## src/rtl/lobm_pkg.sv

```systemverilog
// Shared types and constants of the limit order book matcher.
// Field widths, result codes, controller steps and the control/status structs.
// No dependencies.
package lobm_pkg;

	localparam int ID_W    = 12;
	localparam int PRICE_W = 10;
	localparam int QTY_W   = 32;
	localparam int KIND_W  = 3;
	localparam int LVLO_W  = 10;
	localparam int TOTAL_W = 13;
	localparam int CFG_W   = 11;
	localparam int FILL_W  = 6;
	localparam int BUF_D   = 64;

	localparam logic OP_ADD    = 1'b0;
	localparam logic OP_CANCEL = 1'b1;

	localparam logic SIDE_BID = 1'b0;
	localparam logic SIDE_ASK = 1'b1;

	typedef enum logic [KIND_W-1:0] {
		KIND_TRADE          = 3'd0,
		KIND_ADD_DONE       = 3'd1,
		KIND_CANCEL_OK      = 3'd2,
		KIND_CANCEL_UNKNOWN = 3'd3,
		KIND_LEVEL_FULL     = 3'd4,
		KIND_FILLS_TRUNC    = 3'd5
	} kind_t;

	typedef enum logic [15:0] {
		ST_INIT     = 16'h0001,
		ST_IDLE     = 16'h0002,
		ST_LOC_RD   = 16'h0004,
		ST_LOC_CHK  = 16'h0008,
		ST_RM_UPD   = 16'h0010,
		ST_S_RD     = 16'h0020,
		ST_S_CHK    = 16'h0040,
		ST_M_BEST   = 16'h0080,
		ST_M_LP     = 16'h0100,
		ST_M_INNER  = 16'h0200,
		ST_M_ENT    = 16'h0400,
		ST_M_EMPTY  = 16'h0800,
		ST_REST     = 16'h1000,
		ST_REST_LP  = 16'h2000,
		ST_E_RD     = 16'h4000,
		ST_E_WR     = 16'h8000
	} step_t;

	typedef struct packed {
		step_t step;
		logic  take;
	} cmd_t;

	typedef struct packed {
		logic init_done;
		logic loc_valid;
		logic is_cancel;
		logic need_search;
		logic srch_end;
		logic match_go;
		logic inner_go;
		logic ct_zero;
		logic trunc_hit;
		logic rest_go;
		logic out_free;
		logic emit_last;
	} sts_t;

endpackage

```

## src/rtl/lobm_ctrl.sv

```systemverilog
// Sequencer of the order book: one-hot state machine that steps the datapath.
// Depends on lobm_pkg (step_t, cmd_t, sts_t).
module lobm_ctrl (
	input  logic             clk,
	input  logic             arst_n,
	input  logic             req_valid,
	output logic             req_ready,
	input  lobm_pkg::sts_t   sts,
	output lobm_pkg::cmd_t   cmd
);

	lobm_pkg::step_t state_q, state_d;

	assign req_ready = (state_q == lobm_pkg::ST_IDLE);
	assign cmd.step  = state_q;
	assign cmd.take  = req_valid && (state_q == lobm_pkg::ST_IDLE);

	always_comb begin
		state_d = state_q;
		case (state_q)
			lobm_pkg::ST_INIT: begin
				if (sts.init_done) state_d = lobm_pkg::ST_IDLE;
			end
			lobm_pkg::ST_IDLE: begin
				if (req_valid) state_d = lobm_pkg::ST_LOC_RD;
			end
			lobm_pkg::ST_LOC_RD: state_d = lobm_pkg::ST_LOC_CHK;
			lobm_pkg::ST_LOC_CHK: begin
				if (sts.loc_valid) state_d = lobm_pkg::ST_RM_UPD;
				else if (sts.is_cancel) state_d = lobm_pkg::ST_E_RD;
				else state_d = lobm_pkg::ST_M_BEST;
			end
			lobm_pkg::ST_RM_UPD: begin
				if (sts.need_search) state_d = lobm_pkg::ST_S_RD;
				else if (sts.is_cancel) state_d = lobm_pkg::ST_E_RD;
				else state_d = lobm_pkg::ST_M_BEST;
			end
			lobm_pkg::ST_S_RD: state_d = lobm_pkg::ST_S_CHK;
			lobm_pkg::ST_S_CHK: begin
				if (!sts.srch_end) state_d = lobm_pkg::ST_S_RD;
				else if (sts.is_cancel) state_d = lobm_pkg::ST_E_RD;
				else state_d = lobm_pkg::ST_M_BEST;
			end
			lobm_pkg::ST_M_BEST: begin
				if (sts.match_go) state_d = lobm_pkg::ST_M_LP;
				else state_d = lobm_pkg::ST_REST;
			end
			lobm_pkg::ST_M_LP: state_d = lobm_pkg::ST_M_INNER;
			lobm_pkg::ST_M_INNER: begin
				if (sts.inner_go) state_d = lobm_pkg::ST_M_ENT;
				else if (sts.ct_zero) state_d = lobm_pkg::ST_M_EMPTY;
				else state_d = lobm_pkg::ST_REST;
			end
			lobm_pkg::ST_M_ENT: begin
				if (sts.trunc_hit) state_d = lobm_pkg::ST_E_RD;
				else state_d = lobm_pkg::ST_M_INNER;
			end
			lobm_pkg::ST_M_EMPTY: state_d = lobm_pkg::ST_S_RD;
			lobm_pkg::ST_REST: begin
				if (sts.rest_go) state_d = lobm_pkg::ST_REST_LP;
				else state_d = lobm_pkg::ST_E_RD;
			end
			lobm_pkg::ST_REST_LP: state_d = lobm_pkg::ST_E_RD;
			lobm_pkg::ST_E_RD: state_d = lobm_pkg::ST_E_WR;
			lobm_pkg::ST_E_WR: begin
				if (sts.out_free) begin
					if (sts.emit_last) state_d = lobm_pkg::ST_IDLE;
					else state_d = lobm_pkg::ST_E_RD;
				end
			end
			default: state_d = lobm_pkg::ST_INIT;
		endcase
	end

	always_ff @(posedge clk or negedge arst_n) begin
		if (!arst_n) state_q <= lobm_pkg::ST_INIT;
		else state_q <= state_d;
	end

endmodule

```

## config.mk

```make
export PLATFORM = sky130hd
export DESIGN_NAME = lobm_ctrl
export DESIGN_NICKNAME = d
export VERILOG_FILES = /design/src/rtl/lobm_pkg.sv /design/src/rtl/lobm_ctrl.sv
export SDC_FILE = /design/constraint.sdc
export NUM_CORES = 1
export LEC_CHECK = 0
export ABC_AREA = 1
export BUFFER_PORTS_ARGS = -buffer_cell sky130_fd_sc_hd__clkbuf_2
export CORE_AREA = 4 4 59 48
export CTS_CLUSTER_DIAMETER = 50
export DETAILED_ROUTE_END_ITERATION = 8
export DIE_AREA = 0 0 63 52
export GPL_TIMING_DRIVEN = 1
export PLACE_DENSITY_LB_ADDON = 0.25
export SETUP_SLACK_MARGIN = 0.2
export SLEW_MARGIN = 20
export SYNTH_ARGS = -nofsm -noshare
export SYNTH_HDL_FRONTEND = slang
export SYNTH_SLANG_ARGS = --single-unit
```

## constraint.sdc

```tcl
create_clock -name clk -period 3.45 [get_ports clk]
set_input_delay 1.035 -clock clk [delete_from_list [all_inputs] [get_ports clk]]
set_output_delay 1.035 -clock clk [all_outputs]
set_load 0.05 [all_outputs]
```

==> results of run 1 <==
-- cell families after synthesis --
kind of cell | count (synthesis)
DFF | 16
buffers and inverters | 20
AOI/OAI and AO/OA | 14
and+or+nand+nor | 107
-- synthesized netlist by cell type --
cell type / number / area [um2]
nand3_2: 1 / 10.0
nor4_1: 1 / 6.26
nand3_1: 12 / 60.1
nor3_1: 2 / 10.0
o21ai_1: 1 / 5.00
o21ai_0: 9 / 45.0
or2_1: 2 / 12.5
nand2_2: 5 / 31.3
inv_1: 18 / 67.6
dfrtp_1: 15 / 375
o22ai_1: 1 / 6.26
nand4_1: 1 / 6.26
o32ai_2: 1 / 16.3
nor2_4: 3 / 33.8
nor2_2: 7 / 43.8
dfstp_2: 1 / 26.3
nor3b_1: 1 / 7.51
nand2_1: 33 / 124
o211ai_1: 1 / 7.51
or2_4: 1 / 8.76
buf_6: 1 / 11.3
nor2_1: 38 / 143
buf_4: 1 / 7.51
a21oi_1: 1 / 5.00
-- per-stage QoR --
step	hold slack [ns]	power [uW]	util [%]
6_report	0.618	675	59.8
4_1_cts	0.630	638	56.8
3_5_place_dp	0.614	531	55.6
3_3_place_gp	0.598	526	55.6
5_1_grt	0.649	722	59.8
2_1_floorplan	0.739	471	-
-- final timing paths --
kind | start | to | slack (ns) | cells after the start
worst max-delay path | state_q[11]$_DFFE_PN0P_ | cmd[0] | 0.38 | 8
worst min-delay path | state_q[3]$_DFFE_PN0P_ | state_q[3]$_DFFE_PN0P_ | 0.62 | 3
worst max register to register | state_q[11]$_DFFE_PN0P_ | state_q[7]$_DFFE_PN0P_ | 1.77 | 9
worst min register to register | state_q[3]$_DFFE_PN0P_ | state_q[3]$_DFFE_PN0P_ | 0.62 | 3
max in group asynchronous | arst_n | state_q[0]$_DFFE_PN1P_ | 2.48 | 1
min in group asynchronous | arst_n | state_q[15]$_DFFE_PN0P_ | 0.65 | 1
-- per-layer routing --
metal	GRT usage [%]	vias up
met5	0	-
met4	4.40	0
met3	6.91	4
met2	29.4	33
met1	21.3	504
li1	-	584
-- timing repair --
| action | in CTS | in global routing |
|---|---|---|
| setup buffers | 0 | 9 |
| resized for setup | 0 | 0 |
| hold buffers | 0 | 0 |
| endpoints found under the setup margin | 0 | 1 |
-- power by group through the flow --
stage	Clock, uW	Combinational (uW)	Sequential [uW]
2_1_floorplan	0	182	289
3_3_place_gp	0	296	231
3_5_place_dp	0	299	232
4_1_cts	110	300	229
5_1_grt	120	369	233
6_report	109	338	228
-- worst max-delay path, stage by stage (launching register included) --
cell and delay, ns:
dfrtp_1 0.43, nor2_2 0.17, nand2_2 0.13, nor2_4 0.20, nand2_1 0.15, or2_1 0.28, nand3_2 0.11, nor2_1 0.04
clkbuf_2 0.23
-- final cells by class --
type,count,share of cell area [%]
Multi-Input combinational cell,121,43.5
Sequential cell,16,30.1
Timing Repair Buffer,41,17.0
Inverter,18,5.06
Tap cell,25,2.34
Clock buffer,4,1.97
==> results.cfg, run 1 <==
[cts]
cts_root_buffer = clkbuf_4
clk_latency_ns = 0.30
clock_path_buffers = 2
cts_made_buffers = 3
clk_pin_slew_ns = 0.10
cts_sinks = 16
ctsHtreeMaxLevel = 1
cts_tree = built

[yosys]
synth.ff_latch_count = 16
synth.avg_cell_area_um2 = 6.81
syn-num-nets = 172
synth_top_family_by_area = simple AND/OR/NAND/NOR gates
netlist-cell-type-count = 24
yosysSeqAreaShare_pct = 37.5
synth_xor_xnor_area_share_pct = 0
syn_area_um2 = 1070
synth.mux.area_fraction_pct = 0
synth_simple_gate_area_share_pct = 46.4
synth_compound_area_share_pct = 7.95
netlist_instances = 157
synthAdderAreaFrac_pct = 0
ys.warnings.count = 0

[global_routing]
grt_pass1_vias = 991
antenna_found_initial = 0
grtUsageTotal_pct = 17.6
grt_overflow = 0
grt_max_degree = 17
grt_pass1_wl_mm = 4.42

[power]
p_leak_uw = 0.000756
ir_drop_uv = 242
switching_power_uw = 308
pwr-share-comb_pct = 50.1
pwr-share-clk_pct = 16.1
p_per_area_nw_per_um2 = 505
p_int_uw = 366
seqPwrFrac_pct = 33.8
switching_share_pct = 45.7

[min_path]
hold_class = register to register

[detailed_routing]
top_layer = met4
drc = 0
num_vias = 1125
first_iter_violations = 33
firstDrtPassIters = 4
vias_per_cell = 5.00
wl_met2_mm = 1.18
wirelength_mm = 2.62
wl_per_cell_um = 11.6
wl_met1_mm = 1.20
ant_nets = 0
wl_met3_um = 208

[timing]
period_share_pct = 89.0
finClkSkew_ns = 0.00231
fmax_mhz = 326
final_max_slew_viol_count = 0
slew_headroom_pct = 72.5
rsz0062_at_grt = no
final-setup-viol-count = 0
worst_pin_slew_ns = 0.413
period_minus_slack_ns = 3.07
hold_viol_final = 0
fin_tns_setup_ns = 0
fin_ws_ns = 0.380

[cells_and_area]
reg.largest.list = state_q (16)
diodes = 0
seqCellArea_um2 = 402
largest_reg_flops = 16
area_growth_pct = 24.9
regMostFlops = state_q
nets = 216
multi_input_area_um2 = 582
layout_common_cells = 38 x nor2_1, 33 x nand2_1, 32 x clkbuf_2, 18 x inv_1, 15 x dfrtp_1
drive_gt1_share_pct = 31.5
final_common_cell = nor2_1
layout.cells.non_filler = 225
stdcell_area_um2 = 1340
fill_cells = 222

[floorplan]
die_width_um = 63
core.rowCount = 15
core_um2 = 2230
dieArea_um2 = 3280
die_h_um = 52
io_pins = 33
start_util_pct = 47.9

[setup_path]
crit_type = register to output port
path_max_fanout = 7
required_ns = 2.41
cp-end-kind = output port
critPathLaunchType = register
critPathArrivalTime_ns = 2.04

[run_status]
status = completed

[flow_run]
maxCapViolCount = 0

[placement]
pre_cts_slack_ns = 0.632
dp_cells = 212
port_buffers = 32
hpwlAfterDp_mm = 2.11
place_area_um2 = 1240
gp_congestion = 0.836
Note: power is estimated with default switching activity, not from simulation.
==> run 2, diff against run 1 <==
- BUFFER_PORTS_ARGS: -buffer_cell sky130_fd_sc_hd__clkbuf_2 -> default
- CAP_MARGIN: default -> 20
- DONT_BUFFER_PORTS: default -> 1
==> run 2 against run 1 <==
Against the previous run:
- final area shrank 7.4%
- die area is the same
- utilization shrank 4.4 points
- register-to-register slack lost 0.15 ns
- sequential power grew 17%
- maximum frequency shrank 1.8%
- critical path type unchanged
- largest cell class unchanged
- largest power group unchanged
==> results.cfg, run 2 (same netlist as run 1, synthesis figures left out) <==
[power]
p_per_area_nw_per_um2 = 522
finalPower_uw = 646
ir_drop_uv = 187
p_leak_uw = 0.000649

[cts]
clk_pin_slew_ns = 0.10
holdBufCountCts = 0
cts_sinks = 16
cts_root_buffer = clkbuf_4
ctsHtreeMaxLevel = 1
clock_path_buffers = 2
clk_latency_ns = 0.30
cts_tree = built
cts_made_buffers = 3

[detailed_routing]
wirelength_mm = 2.58
ant_nets = 0
drc = 0
wl_per_cell_um = 13.0
firstDrtPassIters = 4
num_vias = 1025
first_iter_violations = 48
vias_per_cell = 5.15

[cells_and_area]
area_growth_pct = 15.7
reg.largest.list = state_q (16)
largest_reg_flops = 16
diodes = 0
final_common_cell = nor2_1
nets = 190
stdcell_area_um2 = 1240
layout_common_cells = 38 x nor2_1, 33 x nand2_1, 18 x inv_1, 15 x buf_4, 12 x nand3_1
drive_gt1_share_pct = 24.1
regMostFlops = state_q

[global_routing]
antenna_found_initial = 0
grt_max_degree = 17
grt_overflow = 0
grt_pass1_vias = 948
grtUsageTotal_pct = 16.8
grt_pass1_wl_mm = 4.18

[floorplan]
dieArea_um2 = 3280
die_h_um = 52
start_util_pct = 47.9
core.rowCount = 15
die_width_um = 63
core_um2 = 2230
io_pins = 33

[min_path]
hold_class = input pin to asynchronous set/reset pin

[flow_run]
maxCapViolCount = 0

[timing]
finClkSkew_ns = 0.00690
hold_viol_final = 0
worst_pin_slew_ns = 0.416
period_minus_slack_ns = 3.13
rsz0062_at_grt = no
fmax_mhz = 320
final-setup-viol-count = 0
slew_headroom_pct = 72.2
period_share_pct = 90.6
fin_tns_setup_ns = 0
final_max_slew_viol_count = 0

[run_status]
status = completed

[setup_path]
ff2ff_path_depth = 9
path_max_fanout = 6
critPathArrivalTime_ns = 2.09
critPathLaunchType = register
crit_type = register to output port
required_ns = 2.41
cp-end-kind = output port

[placement]
port_buffers = 0
gp_congestion = 0.891
hpwlAfterDp_mm = 2.04
place_area_um2 = 1160
-- run 2: cell count changes in the layout (fill, tap and decap cells not counted) --
cell	previous run	this run
nor2_2	7	5
clkbuf_2	32	0
nor2_4	3	5
dfrtp_2	0	5
buf_4	9	15
dfrtp_1	15	10
-- run 2: worst paths after layout --
| path | from | end | slack [ns] |
|---|---|---|---|
| worst min register to register | state_q[1]$_DFFE_PN0P_ | state_q[3]$_DFFE_PN0P_ | 0.66 |
| max in group asynchronous | arst_n | state_q[0]$_DFFE_PN1P_ | 2.87 |
| worst max register to register | state_q[2]$_DFFE_PN0P_ | state_q[14]$_DFFE_PN0P_ | 1.62 |
| worst max-delay path | state_q[9]$_DFFE_PN0P_ | cmd[0] | 0.32 |
| worst min-delay path | arst_n | state_q[13]$_DFFE_PN0P_ | 0.41 |
| min in group clk | state_q[1]$_DFFE_PN0P_ | state_q[3]$_DFFE_PN0P_ | 0.66 |
-- run 2: timing repair --
| action | CTS | global route |
|---|---|---|
| pin swaps | 0 | 2 |
| endpoints found under the setup margin | 1 | 1 |
| gates resized for setup | 5 | 2 |
| setup buffers | 0 | 4 |
-- run 2: layout make-up --
type                    count  area [um2]
fillers                   219         996
multi-input cells         121         592
flip-flops and latches     16         408
repair buffers             15         113
inverters                  18        67.6
well taps                  25        31.3
clock buffers               4        26.3
-- run 2: stage by stage --
step	worst slack (ns)	util, %	hold slack (ns)	instances
6_report	0.325	55.4	0.415	199
4_1_cts	0.216	53.6	0.407	195
3_3_place_gp	0.499	52.2	0.593	191
3_5_place_dp	0.441	52.2	0.633	191
2_1_floorplan	0.456	-	0.739	157
5_1_grt	0.203	55.4	0.387	199
-- run 2: worst max-delay path, stage by stage (launching register included) --
cell	delay, ns
dfrtp_2	0.55
nor2_4	0.18
nand2_2	0.11
nor2_4	0.19
nand2_1	0.14
or2_1	0.28
nand3_2	0.11
nor2_1	0.05
buf_4	0.19
-- run 2: power breakdown --
part	switching, uW	leakage [uW]	total (uW)	internal, uW
clock	64.9	0.0000150	110	45.1
combinational	178	0.000424	269	90.7
sequential	56.0	0.000210	267	211
-- run 2: layer usage --
metal	track usage, %	vias to the layer above	wire [um]
met5	0	-	0
met4	4.40	0	17
met3	8.21	2	235
met2	26.8	35	1120
met1	20.4	458	1210
li1	-	530	-
